$ cat src/rtl/core/spq_pkg.sv
// shared constants, types and helpers of the sorted priority queue
`timescale 1ns / 1ps

package spq_pkg;

  localparam int CAPACITY = 16;
  localparam int IDX_W    = (CAPACITY > 1) ? $clog2(CAPACITY) : 1;
  localparam int CNT_W    = $clog2(CAPACITY + 1);
  localparam int VAL_W    = 32;
  localparam int PRIO_W   = 8;
  localparam int STAT_W   = 2;
  localparam int OCC_W    = 5;

  localparam logic ACT_ENQ = 1'b0;
  localparam logic ACT_DEQ = 1'b1;

  localparam logic [STAT_W-1:0] ST_ENQUEUED = 2'd0;
  localparam logic [STAT_W-1:0] ST_DEQUEUED = 2'd1;
  localparam logic [STAT_W-1:0] ST_EMPTY    = 2'd2;
  localparam logic [STAT_W-1:0] ST_FULL     = 2'd3;

  typedef logic [IDX_W-1:0] idx_t;
  typedef logic [CNT_W-1:0] cnt_t;

  typedef struct packed {
    logic signed [VAL_W-1:0] value;
    logic [PRIO_W-1:0]       prio;
  } entry_t;

  typedef struct packed {
    logic                    action;
    logic signed [VAL_W-1:0] value;
    logic [PRIO_W-1:0]       prio;
  } cmd_t;

  typedef struct packed {
    logic signed [VAL_W-1:0] value;
    logic [STAT_W-1:0]       status;
    logic [OCC_W-1:0]        occupancy;
  } res_t;

  typedef struct packed {
    logic idle;
    cnt_t count;
  } eng_stat_t;

  // ring position of logical slot off, counted from base
  function automatic idx_t ring_idx(idx_t base, idx_t off);
    logic [IDX_W:0] sum;
    sum = {1'b0, base} + {1'b0, off};
    if (sum >= (IDX_W + 1)'(CAPACITY)) begin
      sum = sum - (IDX_W + 1)'(CAPACITY);
    end
    return sum[IDX_W-1:0];
  endfunction

endpackage

$ cat src/rtl/core/spq_ifs.sv
// valid/ready channel interfaces for the queue request and response words
`timescale 1ns / 1ps

interface spq_cmd_if;
  logic               valid;
  logic               ready;
  logic               action;
  logic signed [31:0] item_value;
  logic [7:0]         priority_req;

  modport source (output valid, action, item_value, priority_req, input ready);
  modport sink   (input valid, action, item_value, priority_req, output ready);
endinterface

interface spq_rsp_if;
  logic               valid;
  logic               ready;
  logic signed [31:0] result_value;
  logic [1:0]         status;
  logic [4:0]         occupancy;

  modport source (output valid, result_value, status, occupancy, input ready);
  modport sink   (input valid, result_value, status, occupancy, output ready);
endinterface

$ cat src/rtl/core/spq_engine.sv
// sequencer and entry memory: sorted ring of entries, insertion by walking from the tail
`timescale 1ns / 1ps

module spq_engine (
  input  logic              clk,
  input  logic              rst,
  input  logic              start,
  input  spq_pkg::cmd_t     cmd,
  output spq_pkg::eng_stat_t stat,
  output logic              res_valid,
  output spq_pkg::res_t     res,
  input  logic              res_ready
);
  import spq_pkg::*;

  localparam logic [2:0] S_IDLE  = 3'd0;
  localparam logic [2:0] S_DEQ   = 3'd1;
  localparam logic [2:0] S_SCAN  = 3'd2;
  localparam logic [2:0] S_PLACE = 3'd3;
  localparam logic [2:0] S_DONE  = 3'd4;

  entry_t mem [CAPACITY];
  entry_t rdata;

  logic [2:0] state, state_next;
  idx_t       head, head_next;
  cnt_t       count, count_next;
  idx_t       idx, idx_next;
  cmd_t       cur, cur_next;
  logic signed [VAL_W-1:0] res_value, res_value_next;
  logic [STAT_W-1:0]       res_status, res_status_next;

  logic   re, we;
  idx_t   raddr, waddr;
  entry_t wdata;
  entry_t new_entry;

  assign new_entry = '{value: cur.value, prio: cur.prio};

  // reads always sit below the slot being written, so no forwarding is needed
  always_comb begin
    state_next      = state;
    head_next       = head;
    count_next      = count;
    idx_next        = idx;
    cur_next        = cur;
    res_value_next  = res_value;
    res_status_next = res_status;
    re              = 1'b0;
    raddr           = head;
    we              = 1'b0;
    waddr           = head;
    wdata           = new_entry;
    unique case (state)
      S_IDLE: begin
        if (start) begin
          cur_next       = cmd;
          res_value_next = '0;
          if (cmd.action == ACT_DEQ) begin
            if (count == '0) begin
              res_status_next = ST_EMPTY;
              state_next      = S_DONE;
            end else begin
              re         = 1'b1;
              raddr      = head;
              state_next = S_DEQ;
            end
          end else if (count == cnt_t'(CAPACITY)) begin
            res_status_next = ST_FULL;
            state_next      = S_DONE;
          end else if (count == '0) begin
            we              = 1'b1;
            waddr           = head;
            wdata           = '{value: cmd.value, prio: cmd.prio};
            count_next      = count + 1'b1;
            res_status_next = ST_ENQUEUED;
            state_next      = S_DONE;
          end else begin
            idx_next   = idx_t'(count - 1'b1);
            re         = 1'b1;
            raddr      = ring_idx(head, idx_t'(count - 1'b1));
            state_next = S_SCAN;
          end
        end
      end
      S_DEQ: begin
        res_value_next  = rdata.value;
        res_status_next = ST_DEQUEUED;
        head_next       = ring_idx(head, idx_t'(1));
        count_next      = count - 1'b1;
        state_next      = S_DONE;
      end
      S_SCAN: begin
        we    = 1'b1;
        waddr = ring_idx(head, idx + 1'b1);
        if (rdata.prio >= cur.prio) begin
          // new entry goes behind this one
          wdata           = new_entry;
          count_next      = count + 1'b1;
          res_status_next = ST_ENQUEUED;
          state_next      = S_DONE;
        end else begin
          wdata = rdata;
          if (idx == '0) begin
            state_next = S_PLACE;
          end else begin
            idx_next = idx - 1'b1;
            re       = 1'b1;
            raddr    = ring_idx(head, idx - 1'b1);
          end
        end
      end
      S_PLACE: begin
        we              = 1'b1;
        waddr           = head;
        wdata           = new_entry;
        count_next      = count + 1'b1;
        res_status_next = ST_ENQUEUED;
        state_next      = S_DONE;
      end
      S_DONE: begin
        if (res_ready) begin
          state_next = S_IDLE;
        end
      end
      default: begin
        state_next = S_IDLE;
      end
    endcase
  end

  always_ff @(posedge clk) begin
    if (we) begin
      mem[waddr] <= wdata;
    end
    if (re) begin
      rdata <= mem[raddr];
    end
  end

  always_ff @(posedge clk) begin
    if (rst) begin
      state <= S_IDLE;
      head  <= '0;
      count <= '0;
    end else begin
      state <= state_next;
      head  <= head_next;
      count <= count_next;
    end
    idx        <= idx_next;
    cur        <= cur_next;
    res_value  <= res_value_next;
    res_status <= res_status_next;
  end

  assign stat.idle  = (state == S_IDLE);
  assign stat.count = count;
  assign res_valid  = (state == S_DONE);
  assign res.value     = res_value;
  assign res.status    = res_status;
  assign res.occupancy = OCC_W'(count);

endmodule

$ cat src/rtl/core/sorted_priority_queue_unit.sv
// sorted priority queue: request handshake, sequencer and registered response word
// from request accept to response valid: dequeue reads the head entry, then registers it;
//   enqueue walks past lower-priority entries; empty enqueues and refusals answer directly
// one request at a time, the next taken after the response word is registered;
//   the insertion walk (one memory read and one write a cycle) sets the enqueue time
// synchronous reset empties the queue at once; entry memory contents are left as they are
`timescale 1ns / 1ps

module sorted_priority_queue_unit (
  input  logic      clk,
  input  logic      rst,
  spq_cmd_if.sink   cmd,
  spq_rsp_if.source rsp
);
  import spq_pkg::*;

  eng_stat_t stat;
  cmd_t      cmd_word;
  res_t      eng_res;
  res_t      out_word;
  logic      start;
  logic      eng_res_valid;
  logic      res_ready;
  logic      out_valid;

  assign cmd.ready = stat.idle;
  assign start     = cmd.valid && cmd.ready;
  assign cmd_word  = '{action: cmd.action, value: cmd.item_value, prio: cmd.priority_req};

  spq_engine u_engine (
    .clk       (clk),
    .rst       (rst),
    .start     (start),
    .cmd       (cmd_word),
    .stat      (stat),
    .res_valid (eng_res_valid),
    .res       (eng_res),
    .res_ready (res_ready)
  );

  // output word register frees the engine as soon as the word is parked
  assign res_ready = !out_valid || rsp.ready;

  always_ff @(posedge clk) begin
    if (rst) begin
      out_valid <= 1'b0;
    end else if (res_ready) begin
      out_valid <= eng_res_valid;
    end
    if (res_ready && eng_res_valid) begin
      out_word <= eng_res;
    end
  end

  assign rsp.valid        = out_valid;
  assign rsp.result_value = out_word.value;
  assign rsp.status       = out_word.status;
  assign rsp.occupancy    = out_word.occupancy;

  a_count_bound: assert property (@(posedge clk) disable iff (rst)
    stat.count <= cnt_t'(CAPACITY))
    else $error("entry count above capacity");

  a_one_at_a_time: assert property (@(posedge clk) disable iff (rst)
    start |=> !cmd.ready)
    else $error("request taken while another is in progress");

  a_full_status: assert property (@(posedge clk) disable iff (rst)
    eng_res_valid && eng_res.status == ST_FULL |-> stat.count == cnt_t'(CAPACITY))
    else $error("full reported below capacity");

  a_empty_status: assert property (@(posedge clk) disable iff (rst)
    eng_res_valid && eng_res.status == ST_EMPTY |-> stat.count == '0 && eng_res.value == '0)
    else $error("empty reported with entries held");

endmodule

$ cat src/flat_wrapper.sv
// flat-port wrapper written by rule: the top's interface ports become plain ports
module sorted_priority_queue_unit_flat import spq_pkg::*;
  (clk, rst, cmd_valid, cmd_action, cmd_item_value, cmd_priority_req, cmd_ready, rsp_valid, rsp_result_value, rsp_status, rsp_occupancy, rsp_ready);
  spq_cmd_if cmd_i ();
  spq_rsp_if rsp_i ();
  input  logic clk;
  input  logic rst;
  input wire logic [$bits(cmd_i.valid)-1:0] cmd_valid;
  input wire logic [$bits(cmd_i.action)-1:0] cmd_action;
  input wire logic [$bits(cmd_i.item_value)-1:0] cmd_item_value;
  input wire logic [$bits(cmd_i.priority_req)-1:0] cmd_priority_req;
  output wire logic [$bits(cmd_i.ready)-1:0] cmd_ready;
  output wire logic [$bits(rsp_i.valid)-1:0] rsp_valid;
  output wire logic [$bits(rsp_i.result_value)-1:0] rsp_result_value;
  output wire logic [$bits(rsp_i.status)-1:0] rsp_status;
  output wire logic [$bits(rsp_i.occupancy)-1:0] rsp_occupancy;
  input wire logic [$bits(rsp_i.ready)-1:0] rsp_ready;
  assign cmd_i.valid = cmd_valid;
  assign cmd_i.action = cmd_action;
  assign cmd_i.item_value = cmd_item_value;
  assign cmd_i.priority_req = cmd_priority_req;
  assign cmd_ready = cmd_i.ready;
  assign rsp_valid = rsp_i.valid;
  assign rsp_result_value = rsp_i.result_value;
  assign rsp_status = rsp_i.status;
  assign rsp_occupancy = rsp_i.occupancy;
  assign rsp_i.ready = rsp_ready;
  sorted_priority_queue_unit u_core (.clk(clk), .rst(rst), .cmd(cmd_i), .rsp(rsp_i));
endmodule
$ cat config.mk
export PLATFORM = sky130hd
export DESIGN_NAME = sorted_priority_queue_unit_flat
export DESIGN_NICKNAME = d
export VERILOG_FILES = /design/src/rtl/core/spq_pkg.sv /design/src/rtl/core/spq_ifs.sv /design/src/rtl/core/spq_engine.sv /design/src/rtl/core/sorted_priority_queue_unit.sv /design/src/flat_wrapper.sv
export SDC_FILE = /design/constraint.sdc
export NUM_CORES = 1
export LEC_CHECK = 0
export BUFFER_PORTS_ARGS = -buffer_cell sky130_fd_sc_hd__buf_4
export CORE_ASPECT_RATIO = 1.75
export CORE_UTILIZATION = 65
export CTS_CLUSTER_DIAMETER = 150
export CTS_CLUSTER_SIZE = 20
export DETAILED_ROUTE_END_ITERATION = 8
export PLACE_DENSITY = 0.83
export SLEW_MARGIN = 20
export SYNTH_ARGS = -nofsm -noshare
export SYNTH_HDL_FRONTEND = slang
export SYNTH_HIERARCHICAL = 1
export SYNTH_SLANG_ARGS = --single-unit
$ cat constraint.sdc
create_clock -name clk -period 14.12 [get_ports clk]
set_clock_uncertainty 0.05 [all_clocks]
set_input_delay 2.118 -clock clk [delete_from_list [all_inputs] [get_ports clk]]
set_output_delay 2.118 -clock clk [all_outputs]
set_load 0.05 [all_outputs]
Yosys cells after proc, flatten, opt, wreduce, memory -nomap -nowiden
Memory sizes are Yosys's and may differ from the RTL's. A register that Yosys moved wholly into a read port is not among the register bits.
Cells that the tools add are included.

word-level totals
  input port bits = 45
  bits in latches = 0
  output and inout port bits = 41
  memory bits (read-only) = 0
  bits in writable memories = 640
  bits in registers = 130
  memories kept = 1
  logic and storage cells = 128

operators by class
  muxes and demuxes = 63
  shift-type cells = 0
  $mul = 0
  eq/ne operators = 17
  add/subtract/negate cells = 12
  bitwise logic cells = 0
  reductions and logical operators = 18
  $lt $le $gt $ge = 5
  div/mod/pow operators = 0

memories
  name                 depth  bits a word  rd ports  clocked after Yosys merged registers in  write ports  line              text
  u_core.u_engine.mem  16     40           1         1                                        1            spq_engine.sv:22  entry_t mem [CAPACITY];

operator list
  cell                 count
  $mux 40              5
  $pmux 40 s2          1
  $mux 4               17
  $pmux 32 s2          1
  $mux 32              1
  $mux 5               5
  $mux 3               8
  $ge 5x5->1 const B   4
  $pmux 5 s4           1
  $sub 4x1->4 const B  5
  $ne 2x2->1 const B   9
  $pmux 4 s2           2
  $add 4x4->5          3
  $mux 1               12
  $mux 2               6
  $pmux 3 s4           1
  $ne 3x3->1 const B   3
  $ge 8x8->1           1
  $pmux 2 s4           1
  $reduce_and 7->1     1
  $eq 3x2->1 const B   2
  $reduce_and 6->1     1
  $add 4x1->5 const B  1
  $add 5x1->5 const B  1
  18 further kinds     23

Logic depth before layout (Yosys ltp)
  word-level depth = 9
  depth in mapped cells = 16
  mapped depth without buffers = 12

By module
The synthesis kept the hierarchy.

modules (own cells, without submodules)
  module                      area an instance (µm²)  cells an instance  times used
  spq_engine                  30,468.0                1,701              1
  sorted_priority_queue_unit  1,232.4                 45                 1

Worst setup path after synthesis
No wires, ideal clock.

  path kind = input-to-reg
  start point = input cmd_valid
  end point = memory u_core/u_engine/mem[2][0] in the netlist's numbering (enable)
  cell stages on the path = 10
  arrival = 5.177 ns
  setup time = 0.437 ns
  slack = 8.456 ns
  cell sequence = and2_1 -> nand2b_1 -> or3_1 -> clkbuf_1 -> nor3_1 -> a21oi_1 -> o32a_1 -> nor2_1 -> nand2_1 -> nor2_1

on the way
  cells in the longest elaborated chain, start to end = 5

RTL lines
  item                          line                              text
  start: declaration            flat_wrapper.sv:8                 input wire logic [$bits(cmd_i.valid)-1:0] cmd_valid;
  $logic_and 1x1->1             sorted_priority_queue_unit.sv:27  assign start = cmd.valid && cmd.ready;
  $mux 1                        spq_engine.sv:56                  if (start) begin
  $pmux 1 s2                    spq_engine.sv:54                  unique case (state)
  $mux 1                        spq_engine.sv:133                 if (we) begin
  $mux 1 (implied by the code)  spq_engine.sv:134                 mem[waddr] <= wdata;
  end: declaration              spq_engine.sv:22

Every way passes these cells.

Worst setup path in the final report
  start point = input cmd_valid
  end point = register, netlist name u_core/u_engine/rdata[33]

on the way
  cells in the longest elaborated chain, start to end = 3
  elaborated cells between the ends (all ways) = 5
  those cells by class = mux: 4; reduce/logical: 1

RTL lines
  item                                      line                              text
  $logic_and 1x1->1 *                       sorted_priority_queue_unit.sv:27
  named net u_core.start                    sorted_priority_queue_unit.sv:21  logic start;
  $mux 4 or $mux 1 (tied branches)          spq_engine.sv:56
  $pmux 4 s2 or $pmux 1 s2 (tied branches)  spq_engine.sv:54

The timed path passes the listed nets; every way through them passes the cells marked *.
A chain may end at the register's enable or synchronous reset.

==> impl_metrics.env <==
export IMPL_antenna_found_initial=0
export IMPL_cts_tree="built"
export IMPL_placed_cell_area_um2=33100
export IMPL_htreeDepth=2
export IMPL_path_class="input port to flop"
export IMPL_tns_ps=0
export IMPL_cp_start_kind="input port"
export IMPL_drv_slew=0
export IMPL_cts_root_buf="clkbuf_16"
export IMPL_first_iter_violations=2392
export IMPL_ant_nets=0
export IMPL_cts_hold_fix_buffers=0
export IMPL_finalWeightedCongestion=0.880
export IMPL_yosysWarnings=6
export IMPL_crit_arrival_ps=6130
export IMPL_grt_max_degree=160
export IMPL_final_cell_mix="edfxtp_1, mux2i_1, o22ai_1, buf_4, inv_1"
export IMPL_n_antenna_cell=0
export IMPL_num_vias=17000
export IMPL_post_cts_buffers=0
export IMPL_period_needed_ps=5860
export IMPL_overflow=0
export IMPL_nets=1882
export IMPL_finalCritPeriodShare_pct=41.5
export IMPL_hold_path_startpoint="u_core/u_engine/res_value[4]"
export IMPL_pwr_density_cell_nw_per_um2=183
export IMPL_rows=106
export IMPL_syn_mean_instance_area_um2=18.2
export IMPL_track_usage_pct=30.2
export IMPL_numCtsBuffers=46
export IMPL_rr_endpoint="u_core/u_engine/rdata[33]"
export IMPL_synth_area_um2=31700
export IMPL_place_hpwl_um=37300
export IMPL_io_pins=86
export IMPL_maxSlewHeadroom_pct=19.7
export IMPL_rsz0062_at_grt="false"
export IMPL_numClockSinks=810
export IMPL_status="complete, no violations"
export IMPL_drc=0
export IMPL_dr_pass1_iters=6
export IMPL_dieWidth_um=169
export IMPL_final_common_cell="edfxtp_1"
export IMPL_viasPerCell=6.86
export IMPL_grt_pass1_vias=17200
export IMPL_area_growth_pct=8.72
export IMPL_vdd_drop_max_uv=168
export IMPL_hold_path_cell_count=0
export IMPL_setup_viol=0
export IMPL_wl_per_cell_um=29.8
export IMPL_r2r_start="u_core/u_engine/state[2]"
export IMPL_ff2ff_path_depth=13
export IMPL_syn_nets=1811
export IMPL_fp_dieH_um=294
export IMPL_totalWireLength_um=73900
export IMPL_cts_clk_slew_worst_paths_ps=80
export IMPL_clk_path_buf_depth=3
export IMPL_max_freq_ghz=0.171
export IMPL_initial_core_util_pct=66.1
export IMPL_drive_gt1_share_pct=14.0
export IMPL_tightestPinTransition_ps=1200
export IMPL_clock_latency_ps=590
export IMPL_cp_required_ps=14390
export IMPL_core_um2=47900
export IMPL_max_cap_violations=0
export IMPL_hold_violations=0
export IMPL_grt_pass1_wl_um=106000
export IMPL_endpoint_kind="flop"
export IMPL_hold_class="flop to flop"
export IMPL_netlist_instances=1741
export IMPL_hold_path_endpoint="u_core/rsp.result_value[4]"
export IMPL_port_buffers=85
export IMPL_p_leak_nw=10.9
export IMPL_reg2reg_slack_ps=8520
export IMPL_crit_fanout=159
export IMPL_whs_ps=372
export IMPL_post_route_cell_area_um2=34400
export IMPL_cts_resized=0
export IMPL_dieArea_um2=49600
export IMPL_fillCellCount=2732
metrics by stage:
stage | setup WS (ps) | util (%) | std cells | power (mW)
finish | 8260 | 71.9 | 2478 | 6.29
detailed placement | 7790 | 69.2 | 2412 | 4.98
floorplan | 8460 | - | 1741 | 4.46
global placement | 7840 | 69.2 | 2412 | 4.89
CTS | 8380 | 71.9 | 2478 | 6.27
global route | 8080 | 71.9 | 2478 | 6.48
cell type report:
| class | count | area (µm²) | share of cell area, % |
|---|---|---|---|
| clock buffers | 63 | 1240 | 3.59 |
| clock inverters | 3 | 40.0 | 0.116 |
| inverters | 64 | 240 | 0.698 |
| multi-input cells | 771 | 7000 | 20.3 |
| flip-flops and latches | 810 | 24200 | 70.3 |
| well taps | 648 | 811 | 2.36 |
| repair buffers | 119 | 906 | 2.63 |
routing by layer:
metal	track usage [%]	share of wire, %	vias to the layer above
li1	-	-	7068
met1	37.1	33	8503
met2	51.4	51	1160
met3	4.73	10	270
met4	16.6	5.6	0
met5	0	0	-
registers in the layout, indices dropped and copies added (netlist names):
signal                      cells
u_core/u_engine/mem           640
u_core/u_engine/cur            40
u_core/u_engine/rdata          40
u_core/rsp.result_value        32
u_core/u_engine/res_value      32
u_core/rsp.occupancy            5
u_core/u_engine/count           5
u_core/u_engine/head            4
u_core/u_engine/idx             4
u_core/u_engine/state           3
u_core/rsp.status               2
u_core/u_engine/res_status      2
u_core/rsp.valid                1
report_power, final:
group / switching (mW) / leakage [nW] / internal, mW
Clock: 0.715 / 0.618 / 0.615
Combinational: 1.14 / 2.93 / 0.564
Sequential: 0.0837 / 7.35 / 3.18
Total: 1.94 / 10.9 / 4.35
worst max-delay path by stage:
stage	to	slack (ps)	from
2_1_floorplan	u_core/u_engine/mem[2][0]	8460	cmd_valid
3_3_place_gp	u_core/u_engine/rdata[15]	7840	cmd_valid
3_5_place_dp	u_core/u_engine/rdata[2]	7790	cmd_valid
4_1_cts	u_core/u_engine/rdata[8]	8380	cmd_valid
5_1_grt	u_core/u_engine/rdata[2]	8080	cmd_valid
6_report	u_core/u_engine/rdata[33]	8260	cmd_valid
worst max-delay path, cell delays in order:
cell and delay (ps):
buf_4 70, and2_1 200, nor4b_1 320, a22oi_2 140, nand2_1 100, nand4_1 150, o21ai_4 100, buf_4 770
buf_12 800, mux4_2 440, nor2b_1 150, or4_1 500
No activity file was read; power rests on OpenSTA's default activity.
